==> src/rtl/n6502_pkg.sv <==
`default_nettype none

package n6502_pkg;

  localparam int CMD_W = 5;

  localparam logic [CMD_W-1:0] CMD_ORA = 5'd0;
  localparam logic [CMD_W-1:0] CMD_AND = 5'd1;
  localparam logic [CMD_W-1:0] CMD_EOR = 5'd2;
  localparam logic [CMD_W-1:0] CMD_ADC = 5'd3;
  localparam logic [CMD_W-1:0] CMD_SBC = 5'd4;
  localparam logic [CMD_W-1:0] CMD_CMP = 5'd5;
  localparam logic [CMD_W-1:0] CMD_BIT = 5'd6;
  localparam logic [CMD_W-1:0] CMD_ASL = 5'd7;
  localparam logic [CMD_W-1:0] CMD_LSR = 5'd8;
  localparam logic [CMD_W-1:0] CMD_ROL = 5'd9;
  localparam logic [CMD_W-1:0] CMD_ROR = 5'd10;
  localparam logic [CMD_W-1:0] CMD_INC = 5'd11;
  localparam logic [CMD_W-1:0] CMD_DEC = 5'd12;
  localparam logic [CMD_W-1:0] CMD_ANC = 5'd13;
  localparam logic [CMD_W-1:0] CMD_ALR = 5'd14;
  localparam logic [CMD_W-1:0] CMD_ARR = 5'd15;
  localparam logic [CMD_W-1:0] CMD_SBX = 5'd16;
  localparam logic [CMD_W-1:0] CMD_SLO = 5'd17;
  localparam logic [CMD_W-1:0] CMD_RLA = 5'd18;
  localparam logic [CMD_W-1:0] CMD_SRE = 5'd19;
  localparam logic [CMD_W-1:0] CMD_RRA = 5'd20;
  localparam logic [CMD_W-1:0] CMD_DCP = 5'd21;
  localparam logic [CMD_W-1:0] CMD_ISC = 5'd22;

  // Decimal correction constants.
  localparam logic [3:0] BCD_NIB_ADJ   = 4'h6;
  localparam logic [3:0] BCD_NIB_LIMIT = 4'h9;
  localparam logic [7:0] BCD_HI_ADJ    = 8'h60;
  localparam logic [8:0] BCD_HI_LIMIT  = 9'h09f;

  typedef struct packed {
    logic n;
    logic z;
    logic c;
    logic v;
  } flags_t;

  // After decode: mem is the modified memory byte (or the operand untouched),
  // c is the carry seen by the rest of the pipe, t is A AND M (A AND X for SBX).
  typedef struct packed {
    logic [CMD_W-1:0] cmd;
    logic [7:0]       a;
    logic [7:0]       x;
    logic [7:0]       mem;
    logic [7:0]       t;
    logic             c;
    logic             d;
    logic             v;
  } s1_t;

  typedef struct packed {
    logic [CMD_W-1:0] cmd;
    logic [7:0]       a;
    logic [7:0]       x;
    logic [7:0]       mem;
    logic             c;
    logic             d;
    logic             v;
    logic [8:0]       sum;
    logic [4:0]       dlo;
    logic [7:0]       lg;
    flags_t           arr;
  } s2_t;

  typedef struct packed {
    logic [CMD_W-1:0] cmd;
    logic [7:0]       a;
    logic [7:0]       x;
    logic [7:0]       mem;
    logic             c;
    logic             d;
    logic             v;
    logic [8:0]       sum;
    logic [7:0]       lg;
    flags_t           arr;
    logic [7:0]       dec_acc;
    logic             dec_n;
    logic             dec_v;
    logic             dec_c;
  } s3_t;

endpackage

`default_nettype wire

==> src/rtl/n6502_decode.sv <==
`default_nettype none

module n6502_decode (
  input  wire logic                        clk,
  input  wire logic                        rst,
  input  wire logic                        in_valid,
  input  wire logic [n6502_pkg::CMD_W-1:0] command,
  input  wire logic [7:0]                  acc,
  input  wire logic [7:0]                  index_x,
  input  wire logic [7:0]                  operand,
  input  wire logic                        carry_in,
  input  wire logic                        decimal_in,
  input  wire logic                        overflow_in,
  output logic                             out_valid,
  output n6502_pkg::s1_t                   out_data
);

  n6502_pkg::s1_t s1_next;

  always_comb begin
    s1_next.cmd = command;
    s1_next.a   = acc;
    s1_next.x   = index_x;
    s1_next.d   = decimal_in;
    s1_next.v   = overflow_in;
    s1_next.mem = operand;
    s1_next.c   = carry_in;
    s1_next.t   = (command == n6502_pkg::CMD_SBX) ? (acc & index_x) : (acc & operand);
    case (command)
      n6502_pkg::CMD_ASL, n6502_pkg::CMD_SLO: begin
        s1_next.mem = {operand[6:0], 1'b0};
        s1_next.c   = operand[7];
      end
      n6502_pkg::CMD_LSR, n6502_pkg::CMD_SRE: begin
        s1_next.mem = {1'b0, operand[7:1]};
        s1_next.c   = operand[0];
      end
      n6502_pkg::CMD_ROL, n6502_pkg::CMD_RLA: begin
        s1_next.mem = {operand[6:0], carry_in};
        s1_next.c   = operand[7];
      end
      n6502_pkg::CMD_ROR, n6502_pkg::CMD_RRA: begin
        s1_next.mem = {carry_in, operand[7:1]};
        s1_next.c   = operand[0];
      end
      n6502_pkg::CMD_INC, n6502_pkg::CMD_ISC: begin
        s1_next.mem = operand + 8'd1;
      end
      n6502_pkg::CMD_DEC, n6502_pkg::CMD_DCP: begin
        s1_next.mem = operand - 8'd1;
      end
      n6502_pkg::CMD_ANC: begin
        s1_next.c = acc[7] & operand[7];
      end
      n6502_pkg::CMD_ALR: begin
        s1_next.c = acc[0] & operand[0];
      end
      default: begin
      end
    endcase
  end

  always_ff @(posedge clk) begin
    if (rst) begin
      out_valid <= 1'b0;
    end else begin
      out_valid <= in_valid;
    end
  end

  always_ff @(posedge clk) begin
    out_data <= s1_next;
  end

endmodule

`default_nettype wire

==> src/rtl/n6502_arith.sv <==
`default_nettype none

module n6502_arith (
  input  wire logic           clk,
  input  wire logic           rst,
  input  wire logic           in_valid,
  input  wire n6502_pkg::s1_t in_data,
  output logic                out_valid,
  output n6502_pkg::s2_t      out_data
);

  n6502_pkg::s2_t s2_next;
  logic           is_add;
  logic           is_sub;
  logic           is_cmp;
  logic [7:0]     add_x;
  logic [7:0]     add_y;
  logic           add_c;
  logic [5:0]     lo_add;
  logic [5:0]     lo_add_adj;
  logic [4:0]     lo_sub;
  logic [7:0]     arr_r;
  logic [7:0]     arr_r1;
  logic           arr_lo_fix;
  logic           arr_hi_fix;

  always_comb begin
    is_add = in_data.cmd inside {n6502_pkg::CMD_ADC, n6502_pkg::CMD_RRA};
    is_sub = in_data.cmd inside {n6502_pkg::CMD_SBC, n6502_pkg::CMD_ISC};
    is_cmp = in_data.cmd inside {n6502_pkg::CMD_CMP, n6502_pkg::CMD_DCP, n6502_pkg::CMD_SBX};

    // One adder serves add, subtract and every compare.
    add_x = (in_data.cmd == n6502_pkg::CMD_SBX) ? in_data.t : in_data.a;
    add_y = is_add ? in_data.mem : ~in_data.mem;
    add_c = is_cmp ? 1'b1 : in_data.c;

    s2_next.cmd = in_data.cmd;
    s2_next.a   = in_data.a;
    s2_next.x   = in_data.x;
    s2_next.mem = in_data.mem;
    s2_next.c   = in_data.c;
    s2_next.d   = in_data.d;
    s2_next.v   = in_data.v;
    s2_next.sum = {1'b0, add_x} + {1'b0, add_y} + {8'b0, add_c};

    // Low nibble of the decimal add: corrected digit and its carry.
    lo_add     = {2'b0, in_data.a[3:0]} + {2'b0, in_data.mem[3:0]} + {5'b0, in_data.c};
    lo_add_adj = (lo_add > {2'b0, n6502_pkg::BCD_NIB_LIMIT}) ?
                 lo_add + {2'b0, n6502_pkg::BCD_NIB_ADJ} : lo_add;
    // Low nibble of the decimal subtract as a signed five-bit value; a borrow
    // subtracts six from the digit and keeps it negative.
    lo_sub = {1'b0, in_data.a[3:0]} - {1'b0, in_data.mem[3:0]} - {4'b0, ~in_data.c};
    if (is_sub) begin
      s2_next.dlo = lo_sub[4] ? {1'b1, lo_sub[3:0] - n6502_pkg::BCD_NIB_ADJ} : lo_sub;
    end else begin
      s2_next.dlo = {|lo_add_adj[5:4], lo_add_adj[3:0]};
    end

    arr_r      = {in_data.c, in_data.t[7:1]};
    arr_lo_fix = ({1'b0, in_data.t[3:0]} + {4'b0, in_data.t[0]}) > 5'd5;
    arr_hi_fix = ({1'b0, in_data.t[7:4]} + {4'b0, in_data.t[4]}) > 5'd5;
    arr_r1     = arr_lo_fix ? {arr_r[7:4], arr_r[3:0] + n6502_pkg::BCD_NIB_ADJ} : arr_r;
    if (in_data.d) begin
      s2_next.arr.n = in_data.c;
      s2_next.arr.z = (arr_r == 8'd0);
      s2_next.arr.v = in_data.t[6] ^ arr_r[6];
      s2_next.arr.c = arr_hi_fix;
    end else begin
      s2_next.arr.n = arr_r[7];
      s2_next.arr.z = (arr_r == 8'd0);
      s2_next.arr.v = in_data.t[7] ^ in_data.t[6];
      s2_next.arr.c = in_data.t[7];
    end

    case (in_data.cmd)
      n6502_pkg::CMD_ORA, n6502_pkg::CMD_SLO: s2_next.lg = in_data.a | in_data.mem;
      n6502_pkg::CMD_AND, n6502_pkg::CMD_RLA,
      n6502_pkg::CMD_BIT:                     s2_next.lg = in_data.a & in_data.mem;
      n6502_pkg::CMD_EOR, n6502_pkg::CMD_SRE: s2_next.lg = in_data.a ^ in_data.mem;
      n6502_pkg::CMD_ANC:                     s2_next.lg = in_data.t;
      n6502_pkg::CMD_ALR:                     s2_next.lg = {1'b0, in_data.t[7:1]};
      n6502_pkg::CMD_ARR: begin
        if (in_data.d && arr_hi_fix) begin
          s2_next.lg = arr_r1 + n6502_pkg::BCD_HI_ADJ;
        end else if (in_data.d) begin
          s2_next.lg = arr_r1;
        end else begin
          s2_next.lg = arr_r;
        end
      end
      default:                                s2_next.lg = in_data.a;
    endcase
  end

  always_ff @(posedge clk) begin
    if (rst) begin
      out_valid <= 1'b0;
    end else begin
      out_valid <= in_valid;
    end
  end

  always_ff @(posedge clk) begin
    out_data <= s2_next;
  end

endmodule

`default_nettype wire

==> src/rtl/n6502_bcd.sv <==
`default_nettype none

module n6502_bcd (
  input  wire logic           clk,
  input  wire logic           rst,
  input  wire logic           in_valid,
  input  wire n6502_pkg::s2_t in_data,
  output logic                out_valid,
  output n6502_pkg::s3_t      out_data
);

  n6502_pkg::s3_t s3_next;
  logic [4:0]     hi_add;
  logic [8:0]     r_add;
  logic [9:0]     r_add_adj;
  logic [9:0]     hi_sub;
  logic [9:0]     hi_sub_adj;

  always_comb begin
    s3_next.cmd = in_data.cmd;
    s3_next.a   = in_data.a;
    s3_next.x   = in_data.x;
    s3_next.mem = in_data.mem;
    s3_next.c   = in_data.c;
    s3_next.d   = in_data.d;
    s3_next.v   = in_data.v;
    s3_next.sum = in_data.sum;
    s3_next.lg  = in_data.lg;
    s3_next.arr = in_data.arr;

    // Decimal add: N and V are taken before the high digit is corrected.
    hi_add    = {1'b0, in_data.a[7:4]} + {1'b0, in_data.mem[7:4]} + {4'b0, in_data.dlo[4]};
    r_add     = {hi_add, in_data.dlo[3:0]};
    r_add_adj = (r_add > n6502_pkg::BCD_HI_LIMIT) ?
                {1'b0, r_add} + {2'b0, n6502_pkg::BCD_HI_ADJ} : {1'b0, r_add};

    // Decimal subtract: signed high part, corrected by 0x60 when negative.
    hi_sub     = {2'b0, in_data.a[7:4], 4'b0} - {2'b0, in_data.mem[7:4], 4'b0} +
                 {{5{in_data.dlo[4]}}, in_data.dlo};
    hi_sub_adj = hi_sub[9] ? hi_sub - {2'b0, n6502_pkg::BCD_HI_ADJ} : hi_sub;

    s3_next.dec_n = r_add[7];
    s3_next.dec_v = ~(in_data.a[7] ^ in_data.mem[7]) & (in_data.a[7] ^ r_add[7]);
    s3_next.dec_c = |r_add_adj[9:8];
    if (in_data.cmd inside {n6502_pkg::CMD_SBC, n6502_pkg::CMD_ISC}) begin
      s3_next.dec_acc = hi_sub_adj[7:0];
    end else begin
      s3_next.dec_acc = r_add_adj[7:0];
    end
  end

  always_ff @(posedge clk) begin
    if (rst) begin
      out_valid <= 1'b0;
    end else begin
      out_valid <= in_valid;
    end
  end

  always_ff @(posedge clk) begin
    out_data <= s3_next;
  end

endmodule

`default_nettype wire

==> src/rtl/n6502_result.sv <==
`default_nettype none

module n6502_result (
  input  wire logic           clk,
  input  wire logic           rst,
  input  wire logic           in_valid,
  input  wire n6502_pkg::s3_t in_data,
  output logic                done,
  output logic [7:0]          mem_result,
  output logic [7:0]          acc_out,
  output logic [7:0]          x_out,
  output logic                flag_n,
  output logic                flag_z,
  output logic                flag_c,
  output logic                flag_v
);

  logic [7:0]        acc_next;
  logic [7:0]        x_next;
  n6502_pkg::flags_t flags_next;
  logic              sum_zero;
  logic              lg_zero;
  logic              add_v;
  logic              sub_v;

  always_comb begin
    sum_zero = (in_data.sum[7:0] == 8'd0);
    lg_zero  = (in_data.lg == 8'd0);
    add_v    = ~(in_data.a[7] ^ in_data.mem[7]) & (in_data.a[7] ^ in_data.sum[7]);
    sub_v    = (in_data.a[7] ^ in_data.mem[7]) & (in_data.a[7] ^ in_data.sum[7]);

    acc_next     = in_data.a;
    x_next       = in_data.x;
    flags_next.n = 1'b0;
    flags_next.z = 1'b0;
    flags_next.c = in_data.c;
    flags_next.v = in_data.v;

    case (in_data.cmd)
      n6502_pkg::CMD_ORA, n6502_pkg::CMD_AND, n6502_pkg::CMD_EOR, n6502_pkg::CMD_ANC,
      n6502_pkg::CMD_ALR, n6502_pkg::CMD_SLO, n6502_pkg::CMD_RLA, n6502_pkg::CMD_SRE: begin
        acc_next     = in_data.lg;
        flags_next.n = in_data.lg[7];
        flags_next.z = lg_zero;
      end
      n6502_pkg::CMD_ADC, n6502_pkg::CMD_RRA: begin
        flags_next.z = sum_zero;
        if (in_data.d) begin
          acc_next     = in_data.dec_acc;
          flags_next.n = in_data.dec_n;
          flags_next.c = in_data.dec_c;
          flags_next.v = in_data.dec_v;
        end else begin
          acc_next     = in_data.sum[7:0];
          flags_next.n = in_data.sum[7];
          flags_next.c = in_data.sum[8];
          flags_next.v = add_v;
        end
      end
      n6502_pkg::CMD_SBC, n6502_pkg::CMD_ISC: begin
        acc_next     = in_data.d ? in_data.dec_acc : in_data.sum[7:0];
        flags_next.n = in_data.sum[7];
        flags_next.z = sum_zero;
        flags_next.c = in_data.sum[8];
        flags_next.v = sub_v;
      end
      n6502_pkg::CMD_CMP, n6502_pkg::CMD_DCP: begin
        flags_next.n = in_data.sum[7];
        flags_next.z = sum_zero;
        flags_next.c = in_data.sum[8];
      end
      n6502_pkg::CMD_SBX: begin
        x_next       = in_data.sum[7:0];
        flags_next.n = in_data.sum[7];
        flags_next.z = sum_zero;
        flags_next.c = in_data.sum[8];
      end
      n6502_pkg::CMD_BIT: begin
        flags_next.n = in_data.mem[7];
        flags_next.z = lg_zero;
        flags_next.v = in_data.mem[6];
      end
      n6502_pkg::CMD_ASL, n6502_pkg::CMD_LSR, n6502_pkg::CMD_ROL, n6502_pkg::CMD_ROR,
      n6502_pkg::CMD_INC, n6502_pkg::CMD_DEC: begin
        flags_next.n = in_data.mem[7];
        flags_next.z = (in_data.mem == 8'd0);
      end
      n6502_pkg::CMD_ARR: begin
        acc_next   = in_data.lg;
        flags_next = in_data.arr;
      end
      default: begin
      end
    endcase
  end

  always_ff @(posedge clk) begin
    if (rst) begin
      done <= 1'b0;
    end else begin
      done <= in_valid;
    end
  end

  always_ff @(posedge clk) begin
    mem_result <= in_data.mem;
    acc_out    <= acc_next;
    x_out      <= x_next;
    flag_n     <= flags_next.n;
    flag_z     <= flags_next.z;
    flag_c     <= flags_next.c;
    flag_v     <= flags_next.v;
  end

endmodule

`default_nettype wire

==> src/rtl/nmos_6502_alu.sv <==
// Arithmetic-logic unit of an NMOS 6502-family CPU, as a four-stage pipeline.
// Input channel: an operation is taken at a rising edge where start is high
// and busy is low. busy is always low, so a new operation may be issued in
// every cycle; throughput is one operation per clock.
// Output channel: done is high for exactly one cycle while mem_result,
// acc_out, x_out and the four flags hold the result; the receiver must take
// it in that cycle, as it cannot hold the pipeline off.
// An operation taken at an edge passes through decode and memory shift or
// step, main adder and low decimal digit, high decimal digit, and flag and
// result selection, one register stage each, and then shows on the outputs
// with done.
// Results come out in issue order, one per operation, with no gaps between
// back-to-back operations.
// Reset (rst, synchronous) clears the stage valid bits, so no stale result
// is ever marked by done; operations in flight at reset are dropped.
`default_nettype none

module nmos_6502_alu (
  input  wire logic                        clk,
  input  wire logic                        rst,
  input  wire logic                        start,
  output logic                             busy,
  input  wire logic [n6502_pkg::CMD_W-1:0] command,
  input  wire logic [7:0]                  acc,
  input  wire logic [7:0]                  index_x,
  input  wire logic [7:0]                  operand,
  input  wire logic                        carry_in,
  input  wire logic                        decimal_in,
  input  wire logic                        overflow_in,
  output logic                             done,
  output logic [7:0]                       mem_result,
  output logic [7:0]                       acc_out,
  output logic [7:0]                       x_out,
  output logic                             flag_n,
  output logic                             flag_z,
  output logic                             flag_c,
  output logic                             flag_v
);

  logic           s1_valid;
  n6502_pkg::s1_t s1;
  logic           s2_valid;
  n6502_pkg::s2_t s2;
  logic           s3_valid;
  n6502_pkg::s3_t s3;

  assign busy = 1'b0;

  n6502_decode u_decode (
    .clk         (clk),
    .rst         (rst),
    .in_valid    (start && !busy),
    .command     (command),
    .acc         (acc),
    .index_x     (index_x),
    .operand     (operand),
    .carry_in    (carry_in),
    .decimal_in  (decimal_in),
    .overflow_in (overflow_in),
    .out_valid   (s1_valid),
    .out_data    (s1)
  );

  n6502_arith u_arith (
    .clk       (clk),
    .rst       (rst),
    .in_valid  (s1_valid),
    .in_data   (s1),
    .out_valid (s2_valid),
    .out_data  (s2)
  );

  n6502_bcd u_bcd (
    .clk       (clk),
    .rst       (rst),
    .in_valid  (s2_valid),
    .in_data   (s2),
    .out_valid (s3_valid),
    .out_data  (s3)
  );

  n6502_result u_result (
    .clk        (clk),
    .rst        (rst),
    .in_valid   (s3_valid),
    .in_data    (s3),
    .done       (done),
    .mem_result (mem_result),
    .acc_out    (acc_out),
    .x_out      (x_out),
    .flag_n     (flag_n),
    .flag_z     (flag_z),
    .flag_c     (flag_c),
    .flag_v     (flag_v)
  );

  // Every accepted beat comes out as a result marked by done.
  assert property (@(posedge clk) disable iff (rst)
    (start && !busy) |-> ##4 done)
    else $error("accepted beat did not produce a result after four cycles");

  assert property (@(posedge clk) disable iff (rst)
    done |-> $past(start && !busy, 4))
    else $error("result strobe without a matching accepted beat");

  // Operations that do not write memory return the operand unchanged.
  assert property (@(posedge clk) disable iff (rst)
    (done && ($past(command, 4) == n6502_pkg::CMD_ORA ||
              $past(command, 4) == n6502_pkg::CMD_AND ||
              $past(command, 4) == n6502_pkg::CMD_EOR ||
              $past(command, 4) == n6502_pkg::CMD_ADC ||
              $past(command, 4) == n6502_pkg::CMD_SBC ||
              $past(command, 4) == n6502_pkg::CMD_CMP ||
              $past(command, 4) == n6502_pkg::CMD_BIT ||
              $past(command, 4) == n6502_pkg::CMD_SBX))
    |-> (mem_result == $past(operand, 4)))
    else $error("memory byte altered by an operation that does not write it");

  // Only SBX writes X.
  assert property (@(posedge clk) disable iff (rst)
    (done && ($past(command, 4) != n6502_pkg::CMD_SBX)) |-> (x_out == $past(index_x, 4)))
    else $error("X changed by an operation other than SBX");

  // Logic, BIT and increment or decrement leave the carry alone.
  assert property (@(posedge clk) disable iff (rst)
    (done && ($past(command, 4) == n6502_pkg::CMD_ORA ||
              $past(command, 4) == n6502_pkg::CMD_AND ||
              $past(command, 4) == n6502_pkg::CMD_EOR ||
              $past(command, 4) == n6502_pkg::CMD_BIT ||
              $past(command, 4) == n6502_pkg::CMD_INC ||
              $past(command, 4) == n6502_pkg::CMD_DEC))
    |-> (flag_c == $past(carry_in, 4)))
    else $error("carry changed by an operation that must preserve it");

endmodule

`default_nettype wire
==> config.mk <==
export PLATFORM = sky130hd
export DESIGN_NAME = nmos_6502_alu
export DESIGN_NICKNAME = d
export VERILOG_FILES = /design/src/rtl/n6502_pkg.sv /design/src/rtl/n6502_decode.sv /design/src/rtl/n6502_arith.sv /design/src/rtl/n6502_bcd.sv /design/src/rtl/n6502_result.sv /design/src/rtl/nmos_6502_alu.sv
export SDC_FILE = /design/constraint.sdc
export NUM_CORES = 1
export LEC_CHECK = 0
export ABC_AREA = 1
export BUFFER_PORTS_ARGS = -buffer_cell sky130_fd_sc_hd__buf_2
export CAP_MARGIN = 30
export CORE_MARGIN = 1.5
export CORE_UTILIZATION = 50
export DETAILED_ROUTE_END_ITERATION = 16
export GPL_TIMING_DRIVEN = 0
export PLACE_DENSITY = 0.71
export SLEW_MARGIN = 20
export SYNTH_ARGS = -nofsm -noshare
export SYNTH_HDL_FRONTEND = slang
export SYNTH_SLANG_ARGS = --single-unit
==> constraint.sdc <==
create_clock -name clk -period 2.96 [get_ports clk]
set_clock_uncertainty 0.2 [all_clocks]
set_input_delay 0.296 -clock clk [delete_from_list [all_inputs] [get_ports clk]]
set_output_delay 0.296 -clock clk [all_outputs]
set_load 0.02 [all_outputs]
==> impl_metrics.ini, run 1 <==
[status]
status = complete, but fails checks
violations = setup timing

[pwr]
p_leak_nw = 4.77
p_total_mw = 7.36
pwr_density_cell_mw_per_mm2 = 749
peakVddDrop_v = 0.000427

[setup_path]
r2r-start = u_decode.out_data[36]
crit_buf_inv = 2
cp_max_fo = 10
rrSetupSlack_ns = -0.03
cp.arrival_ns = 3.11
crit_type = register to register
crit_slowest_cell = fa_2
slowest_delay_ns = 0.40
crit_path_start = u_decode.out_data[36]
startpoint_type = register
cp_top_family = simple AND/OR/NAND/NOR gates
path_cells = buf_4, nor2_2, nand2_1, nor2_4, buf_4, o21ai_0, fa_2, fa_2, nand3b_1, nand2_2, nand2_1, a21oi_1, nor2_1, xnor2_1
r2r-end = u_arith.out_data[23]
endpoint_kind = register
cp.required_ns = 3.07
reg2reg_depth = 14

[placed_design]
dp.cells = 1274
hpwl_mm = 14.7
io_buffers = 63
place.gp.congestion = 0.933

[grt]
met2_usage_pct = 37.9
grt_max_degree = 18
antenna_found_initial = 0
grt_pass1_wl_mm = 30.6
grt-ovfl-total = 0
grt_usage_pct = 22.8
use_met1_pct = 27.8
grt_use_met3_pct = 4.67
grt_pass1_vias = 6289
grt.busiest_layer = met2

[route]
drc = 0
drtPass1Iterations = 5
dr.first_iter.drc_count = 401
num_vias = 6761
wirelength_mm = 18.9
postRouteAntennaNets = 0
detail_route.wl_per_cell_um = 14.1
routed_via_density = 5.03

[cts]
cts_tree = yes
cts.sinks = 192
cts_buffer_depth = 2
clk-insertion-delay-late_ns = 0.43
cts_root_buffer = clkbuf_16
numCtsBuffers = 17
ctsHtreeMaxLevel = 4
clk_pin_slew_ns = 0.07

[timing]
finalCriticalPeriod_ns = 2.99
slew_violations = 0
rsz0062_at_grt = true
maxSlewHeadroom_pct = 61.5
hold_violations = 0
fmax_ghz = 0.334
fin_crit_sh_pct = 101
setup-tns-final_ns = -0.0333
finalWorstSetupSlack_ns = -0.0333
worstMarginPinSlew_ns = 0.572
setup_violations = 1

[finish]
fin_cells = 1344
fillers = 1371
fin_nets = 1216
multi_input_comb_area_mm2 = 0.00380
layout-drive-gt1-share_pct = 12.2
syn2layout_area_growth_pct = 19.6
regArea_mm2 = 0.00385

[die]
core_area_mm2 = 0.0159
dieWidth_um = 131
start_util_pct = 51.5
die-area_mm2 = 0.0172
die_y_um = 131
rows = 46
io_pins = 65

[yosys]
synth_top_area_share_pct = 46.8
synth_area_mm2 = 0.00821
synth_nets = 1097
synth_cell_types = 41
synth_seq_cells = 192
avgSynthCellArea_um2 = 8.25
ys_warn_count = 0
synth_area_leader_cell = dfxtp_1
synthTopCellsByArea = dfxtp_1 47%, nand2_1 9.6%, ha_1 8.5%
synth-seq-area-share_pct = 46.8
synthCells = 995

[min_path]
holdPathStages = 0
hold_class = register to register
worstHoldStart = u_arith.out_data[8]
holdPathEnd = u_bcd.out_data[19]

[job]
cap_violations = 0
[registers in the layout (all words and copies together) (netlist names)]
name	flops
u_result.flag_c	1
u_decode.out_valid	1
u_result.acc_out	8
u_result.mem_result	8
u_result.flag_v	1
u_arith.out_valid	1
u_result.x_out	8
u_arith.out_data	57
u_decode.out_data	40
u_bcd.out_valid	1
u_bcd.out_data	63
u_result.flag_n	1
u_result.done	1
u_result.flag_z	1
[synth_stat cells, drive strengths merged]
cell / number
a21boi: 1
a31oi: 1
nor3: 5
xor2: 22
o21a: 1
nand2: 213
buf: 4
nor2: 85
inv: 146
ha: 56
o21bai: 3
nand3: 86
nor4: 3
o22ai: 8
conb: 1
a211oi: 2
nor3b: 2
o211ai: 16
a21oi: 43
o31ai: 1
xnor2: 8
or2: 3
nand4: 17
dfxtp: 192
o21ai: 51
nand3b: 6
a22oi: 2
fa: 11
clkbuf: 6
[per-stage QoR]
stage                     cell area [um^2]  utilization [%]  hold WS, ns  setup slack [ns]
after detailed placement              8800             55.2        0.112            -0.411
after CTS                             9810             61.5        0.125            0.0149
after global placement                8800             55.2        0.111            -0.335
after floorplan                       8210                -        0.110            0.0326
after global routing                  9820             61.6        0.128            -0.178
final                                 9820             61.6        0.127           -0.0333
[layout make-up]
cell class                      instances  area share, %
Sequential cell                       192           39.2
Multi-Input combinational cell        647           38.7
Timing Repair Buffer                  100           6.93
Inverter                              146           5.58
Clock buffer                           21           4.89
Tap cell                              216           2.75
Clock inverter                         11           1.44
Buffer                                 10          0.510
Antenna cell                            1         0.0255
[where the power goes]
part	switching, mW	internal, mW	total, mW
logic	1.11	0.667	1.78
registers	0.216	3.03	3.25
clock network	0.976	1.36	2.33
total	2.30	5.05	7.36
[how the worst max path moves through the flow]
stage	endpoint	cells past startpoint
6_report	u_arith.out_data[23]	14
5_1_grt	u_arith.out_data[23]	14
4_1_cts	u_arith.out_data[23]	14
3_5_place_dp	u_arith.out_data[23]	14
3_3_place_gp	u_arith.out_data[23]	14
2_1_floorplan	u_arith.out_data[23]	15
[cells by family (layout without fill, tap and decap cells)]
group / count (synthesis) / in the layout / share of synthesized area (%)
buffers and inverters: 156 / 288 / 7.22
other: 1 / 2 / 0.0457
adder cells (fa/ha/maj): 67 / 67 / 11.2
flip-flops: 192 / 192 / 46.8
XOR/XNOR: 30 / 30 / 3.29
AND/OR/NAND/NOR: 420 / 420 / 22.3
AO/OA/AOI/OAI: 129 / 129 / 9.08
[what timing repair did]
item                                   4_1_cts  5_1_grt
hold buffers                                35        0
endpoints found under the hold margin       42        0
setup endpoints to repair                    5       12
pin swaps                                    3        1
resized for setup                            8        3
buffers inserted                             2        0
[metal layers]
metal	vias up	share of wire, %
met4	0	4.2
met3	56	5.0
met2	209	47
met1	3051	44
met5	-	0
li1	3445	-
[cell usage in the layout (no fill, tap or decap), types with 3 or more instances in the layout]
cell / n
o21ai_0: 45
xor2_1: 20
xnor2_1: 8
clkbuf_8: 4
inv_1: 137
o21ai_1: 4
fa_1: 9
o21bai_1: 3
buf_2: 64
buf_4: 5
nand2_2: 4
clkbuf_1: 6
o22ai_1: 6
nand4_1: 17
inv_6: 4
dfxtp_1: 190
nor3_1: 4
nand2_1: 209
nand3_1: 84
ha_1: 56
o211ai_1: 16
nor2_1: 77
nand3b_1: 6
a21oi_1: 43
inv_2: 9
nor2_4: 3
nor2_2: 5
clkbuf_16: 17
or2_2: 3
nor4_1: 3
dlygate4sd3_1: 35
No activity file was read; power rests on OpenSTA's default activity.
==> run 2: changes to the inputs <==
Settings changed: PLACE_DENSITY 0.71 to 0.68.
Clock period 2.96 ns to 3.3 ns, I/O delays scaled along.
==> run 2 against run 1 <==
Against the previous run: hold slack lost 0.10 ns; sequential share of layout area grew 0.26 points; the flow now finishes without violations; clock-buffer cell count shrank 3; worst setup slack gained 0.17 ns; fmax shrank 5.4%; highest routed layer unchanged; largest power group unchanged; register-to-register slack gained 0.17 ns; total power shrank 11%.
==> impl_metrics.ini, run 2 (synthesis gave the netlist of run 1 again) <==
[timing]
timing.hold.ws_ns = 0.0227
hold_violations = 0
maxSlewHeadroom_pct = 47.4
worstMarginPinSlew_ns = 0.784
fmax_ghz = 0.316
slew_violations = 0
setup_violations = 0
finalCriticalPeriod_ns = 3.17
fin_crit_sh_pct = 95.9

[die]
start_util_pct = 51.5
dieWidth_um = 131
rows = 46
core_area_mm2 = 0.0159
die_y_um = 131
io_pins = 65
die-area_mm2 = 0.0172

[pwr]
p_total_mw = 6.51
power.share.clock_pct = 31.1
p_seq_share_pct = 44.8
peakVddDrop_v = 0.000390
internal-power_mw = 4.45
switching_share_pct = 31.7
p_leak_nw = 4.74
comb_power_share_pct = 24.1
p_switching_mw = 2.06
pwr_density_cell_mw_per_mm2 = 668

[grt]
antenna_found_initial = 0
grt_usage_pct = 23.6
grt_pass1_wl_mm = 31.8
grt_max_degree = 19
grt-ovfl-total = 0
grt_pass1_vias = 6424

[finish]
syn2layout_area_growth_pct = 18.8
largest-register = u_bcd.out_data
fin_nets = 1214
largest_register_ffs = 63
reg_top3 = u_bcd.out_data (63), u_arith.out_data (57), u_decode.out_data (40)
final_util_pct = 61.2
mostFrequentLayoutCells = 210 x nand2_1, 192 x dfxtp_1, 137 x inv_1
final_common_cell = nand2_1
layout-drive-gt1-share_pct = 11.6

[placed_design]
hpwl_mm = 15.1
io_buffers = 63
place.gp.congestion = 0.954

[route]
drc = 0
detail_route.wl_per_cell_um = 14.5
drtPass1Iterations = 6
wirelength_mm = 19.5
num_vias = 6774
dr.first_iter.drc_count = 429
routed_via_density = 5.05
postRouteAntennaNets = 0

[setup_path]
crit_type = register to register
slowest_delay_ns = 0.47
path_cells = buf_2, nor2_2, nand2_1, nor2_4, buf_4, o21ai_0, fa_1, fa_1, nand3b_1, nand2_1, nand2_1, a21oi_1, nor2_1, xnor2_1
worst_path_most_repeated_cell = nand2_1
cp_top_family = adder cells
cp_max_fo = 10
crit_slowest_cell = fa_1
cp.required_ns = 3.41
cp.arrival_ns = 3.28
endpoint_kind = register
crit_buf_inv = 2
startpoint_type = register

[cts]
cts_buffer_depth = 2
cts.sinks = 192
cts_root_buffer = clkbuf_16
clk_pin_slew_ns = 0.07
clk-insertion-delay-late_ns = 0.42
numCtsBuffers = 17
cts_tree = yes
ctsHtreeMaxLevel = 4

[status]
status = finished, final reports clean

[job]
cap_violations = 0

[min_path]
hold_class = input pin to register
-- run 2: path summary, 6_finish.rpt --
path | startpoint | to | slack (ns) | cells after the start
setup reg to reg | u_decode.out_data[36] | u_arith.out_data[23] | 0.13 | 14
setup / recovery | u_decode.out_data[36] | u_arith.out_data[23] | 0.13 | 14
hold / removal | carry_in | u_decode.out_data[11] | 0.02 | 3
hold reg to reg | u_arith.out_data[10] | u_bcd.out_data[21] | 0.12 | 0
-- run 2: stage by stage --
step	setup TNS (ns)	worst slack [ns]	cells	instance area, um^2
after floorplan	0	0.307	995	8210
after global placement	-0.116	-0.116	1274	8790
after detailed placement	-0.118	-0.118	1274	8790
after CTS	0	0.0312	1338	9730
after global routing	-0.000945	-0.000945	1340	9750
final	0	0.135	1341	9750
-- run 2: area by class of cell --
class                   instances  area (um^2)
diodes                          1         2.50
plain buffers                  10         47.5
clock buffers                  18          429
clock inverters                13          169
fillers                      1397         6190
inverters                     146          548
multi-input cells             647         3780
flip-flops and latches        192         3840
well taps                     216          270
repair buffers                 98          658
-- run 2: power by group through the flow --
stage / combinational (mW) / sequential, mW / clock (mW)
floorplan: 1.06 / 2.96 / 0
global placement: 1.51 / 2.96 / 0
detailed placement: 1.53 / 2.98 / 0
CTS: 1.57 / 2.92 / 2.07
global route: 1.78 / 2.97 / 2.19
finish: 1.57 / 2.92 / 2.03
-- run 2: repair_timing --
item | in CTS | in global routing
hold buffers | 32 | 0
cloned | 0 | 0
endpoints found under the hold margin | 40 | 0
pin swaps | 1 | 1
endpoints found under the setup margin | 1 | 2
resized for setup | 2 | 4
buffers inserted | 1 | 2
-- run 2: metal layers --
layer | GRT usage [%] | vias to the layer above | wire length, um
met3 | 5.48 | 48 | 938
met4 | 10.9 | 0 | 695
met2 | 38.9 | 204 | 9280
met1 | 29.4 | 3076 | 8590
met5 | 0 | - | 0
li1 | - | 3446 | -
-- run 2: worst reg2reg max path: stages (launching register included) --
cell      delay, ns
dfxtp_1        0.34
buf_2          0.20
nor2_2         0.17
nand2_1        0.11
nor2_4         0.16
buf_4          0.18
o21ai_0        0.12
fa_1           0.47
fa_1           0.43
nand3b_1       0.17
nand2_1        0.13
nand2_1        0.07
a21oi_1        0.13
nor2_1         0.07
xnor2_1        0.12
==> run 3: changes to the inputs <==
Settings changed: ABC_AREA 1 to unset.
==> run 3 against run 2 <==
Against the previous run: via count decreased by 3.7%; utilization decreased by 0.39 points; final cell count decreased by 10%; sequential power about the same; sequential share of layout area decreased by 1.5 points; largest power group unchanged; highest routed layer unchanged.
==> impl_metrics.ini, run 3 <==
[cts]
numCtsBuffers = 17
cts_buffer_depth = 2
cts.sinks = 192
cts_root_buffer = clkbuf_16
clk-insertion-delay-late_ns = 0.43
ctsHtreeMaxLevel = 4
clk_pin_slew_ns = 0.08
cts_tree = yes

[placed_design]
io_buffers = 63
place_ws_ns = -0.142
hpwl_mm = 15.5
place.gp.congestion = 0.946
dp.cells = 1145
postPlaceCellArea_mm2 = 0.00919

[route]
routed_via_density = 5.40
postRouteAntennaNets = 0
num_vias = 6520
drtPass1Iterations = 5
dr.first_iter.drc_count = 517
drc = 0
detail_route.wl_per_cell_um = 16.9
wirelength_mm = 20.4

[yosys]
synth_area_mm2 = 0.00860
synth_cell_types = 81
ys_warn_count = 0
synth_top_area_share_pct = 44.7
synthArstFlopShare_pct = 0
synthTopCellsByArea = dfxtp_1 45%, ha_1 8.1%, xnor2_1 3.3%
synth_area_leader_cell = dfxtp_1
synthCells = 862
synth-edff-count = 0
synth_flop_cell = dfxtp_1
synth_common_cells = 192 x dfxtp_1, 63 x nand2_1, 59 x nor2_1, 56 x ha_1, 55 x inv_1
synth_nets = 964
synth_most_common_cell = dfxtp_1
avgSynthCellArea_um2 = 9.98
synth_seq_cells = 192
synth-seq-area-share_pct = 44.7

[timing]
fmax_ghz = 0.321
maxSlewHeadroom_pct = 46.0
setup-tns-final_ns = 0
worstMarginPinSlew_ns = 0.806
setup_violations = 0
slew_violations = 0
finalWorstSetupSlack_ns = 0.188
fin_crit_sh_pct = 94.3
hold_violations = 0
timing.hold.ws_ns = 0.0221
finalCriticalPeriod_ns = 3.11

[grt]
grt-ovfl-total = 0
grt_usage_pct = 23.2
grt_max_degree = 23
antenna_found_initial = 0
grt_pass1_wl_mm = 32.5
grt_pass1_vias = 6308

[setup_path]
crit_type = register to register
cp.required_ns = 3.45
cp_max_fo = 9
startpoint_type = register
endpoint_kind = register
cp.arrival_ns = 3.26

[die]
rows = 47
start_util_pct = 51.5
die-area_mm2 = 0.0180
dieWidth_um = 134
die_y_um = 134
io_pins = 65
core_area_mm2 = 0.0167

[pwr]
pwr_density_cell_mw_per_mm2 = 645
peakVddDrop_v = 0.000413
p_leak_nw = 4.45
p_total_mw = 6.55

[finish]
syn2layout_area_growth_pct = 18.0
final_util_pct = 60.8
largest_register_ffs = 63
mostFrequentLayoutCells = 188 x dfxtp_1, 76 x buf_2, 63 x nand2_1
reg_top3 = u_bcd.out_data (63), u_arith.out_data (57), u_decode.out_data (40)
final_common_cell = dfxtp_1
insertedDiodeCount = 0
fin_nets = 1076
largest-register = u_bcd.out_data
final_area_mm2 = 0.0101
layout-drive-gt1-share_pct = 17.0
fin_cells = 1207

[status]
status = finished, final reports clean

[min_path]
hold_class = input pin to register

[job]
cap_violations = 0
-- run 3: changes by cell type after synthesis, moves of 20 or more --
cell     change
inv_1       -82
mux2i_1     +25
nand2_1    -147
nand3_1     -68
nor2_1      -20
nor2b_1     +32
xnor2_1     +24
-- run 3: final cells by class --
type / count / area, um^2
Multi-Input combinational cell: 585 / 4400
Sequential cell: 192 / 3850
Clock inverter: 15 / 205
Tap cell: 220 / 275
Inverter: 56 / 210
Clock buffer: 17 / 425
Fill cell: 1412 / 6550
Timing Repair Buffer: 93 / 611
Buffer: 29 / 176
-- run 3: worst paths after layout --
| path | start | to | slack [ns] | cells after the start |
|---|---|---|---|---|
| worst max-delay path | u_decode.out_data[36] | u_arith.out_data[23] | 0.19 | 13 |
| worst min-delay path | operand[2] | u_decode.out_data[14] | 0.02 | 3 |
| worst max register to register | u_decode.out_data[36] | u_arith.out_data[23] | 0.19 | 13 |
| worst min register to register | u_arith.out_data[20] | u_bcd.out_data[26] | 0.12 | 0 |
-- run 3: report_power, final --
group / total, mW / switching [mW] / internal [mW]
clock network: 2.04 / 1.00 / 1.04
registers: 2.94 / 0.260 / 2.68
logic: 1.56 / 0.836 / 0.726
total: 6.55 / 2.10 / 4.45
-- run 3: cell families (layout without fill, tap and decap cells) --
| family | after synthesis | after routing | share of synthesized area, % |
|---|---|---|---|
| muxes | 40 | 40 | 4.92 |
| AOI/OAI and AO/OA | 193 | 193 | 15.9 |
| and+or+nand+nor | 240 | 240 | 14.7 |
| buffers and inverters | 85 | 210 | 4.42 |
| DFF | 192 | 192 | 44.7 |
| adders and majority gates | 67 | 67 | 10.7 |
| xor gates and xnor gates | 44 | 44 | 4.70 |
| other | 1 | 1 | 0.0436 |
-- run 3: routing by layer --
layer,global-route usage (%),vias to the layer above,routed length (um),part of all wire [%]
met3,5.03,35,1100,5.4
li1,-,3229,-,-
met4,8.48,0,538,2.6
met1,30.0,3047,9080,44
met5,0,-,0,0
met2,38.2,209,9700,47
-- run 3: worst max-delay path: stages (launching register included) --
cell and delay [ns]:
dfxtp_2 0.37, nor2b_1 0.14, clkbuf_4 0.19, a22oi_1 0.28, nor2_4 0.08, xnor2_1 0.15
fa_2 0.43, fa_1 0.42, nor2b_1 0.13, o21ai_0 0.08, nand2b_1 0.13, a21o_1 0.13
a21oi_1 0.08, xnor2_1 0.20
-- run 3: what timing repair did --
| action | CTS | global route |
|---|---|---|
| hold buffers | 28 | 0 |
| resized for setup | 1 | 12 |
| hold endpoints to repair | 39 | 0 |
| pin swaps | 1 | 0 |
| endpoints found under the setup margin | 2 | 6 |
| setup buffers | 1 | 1 |
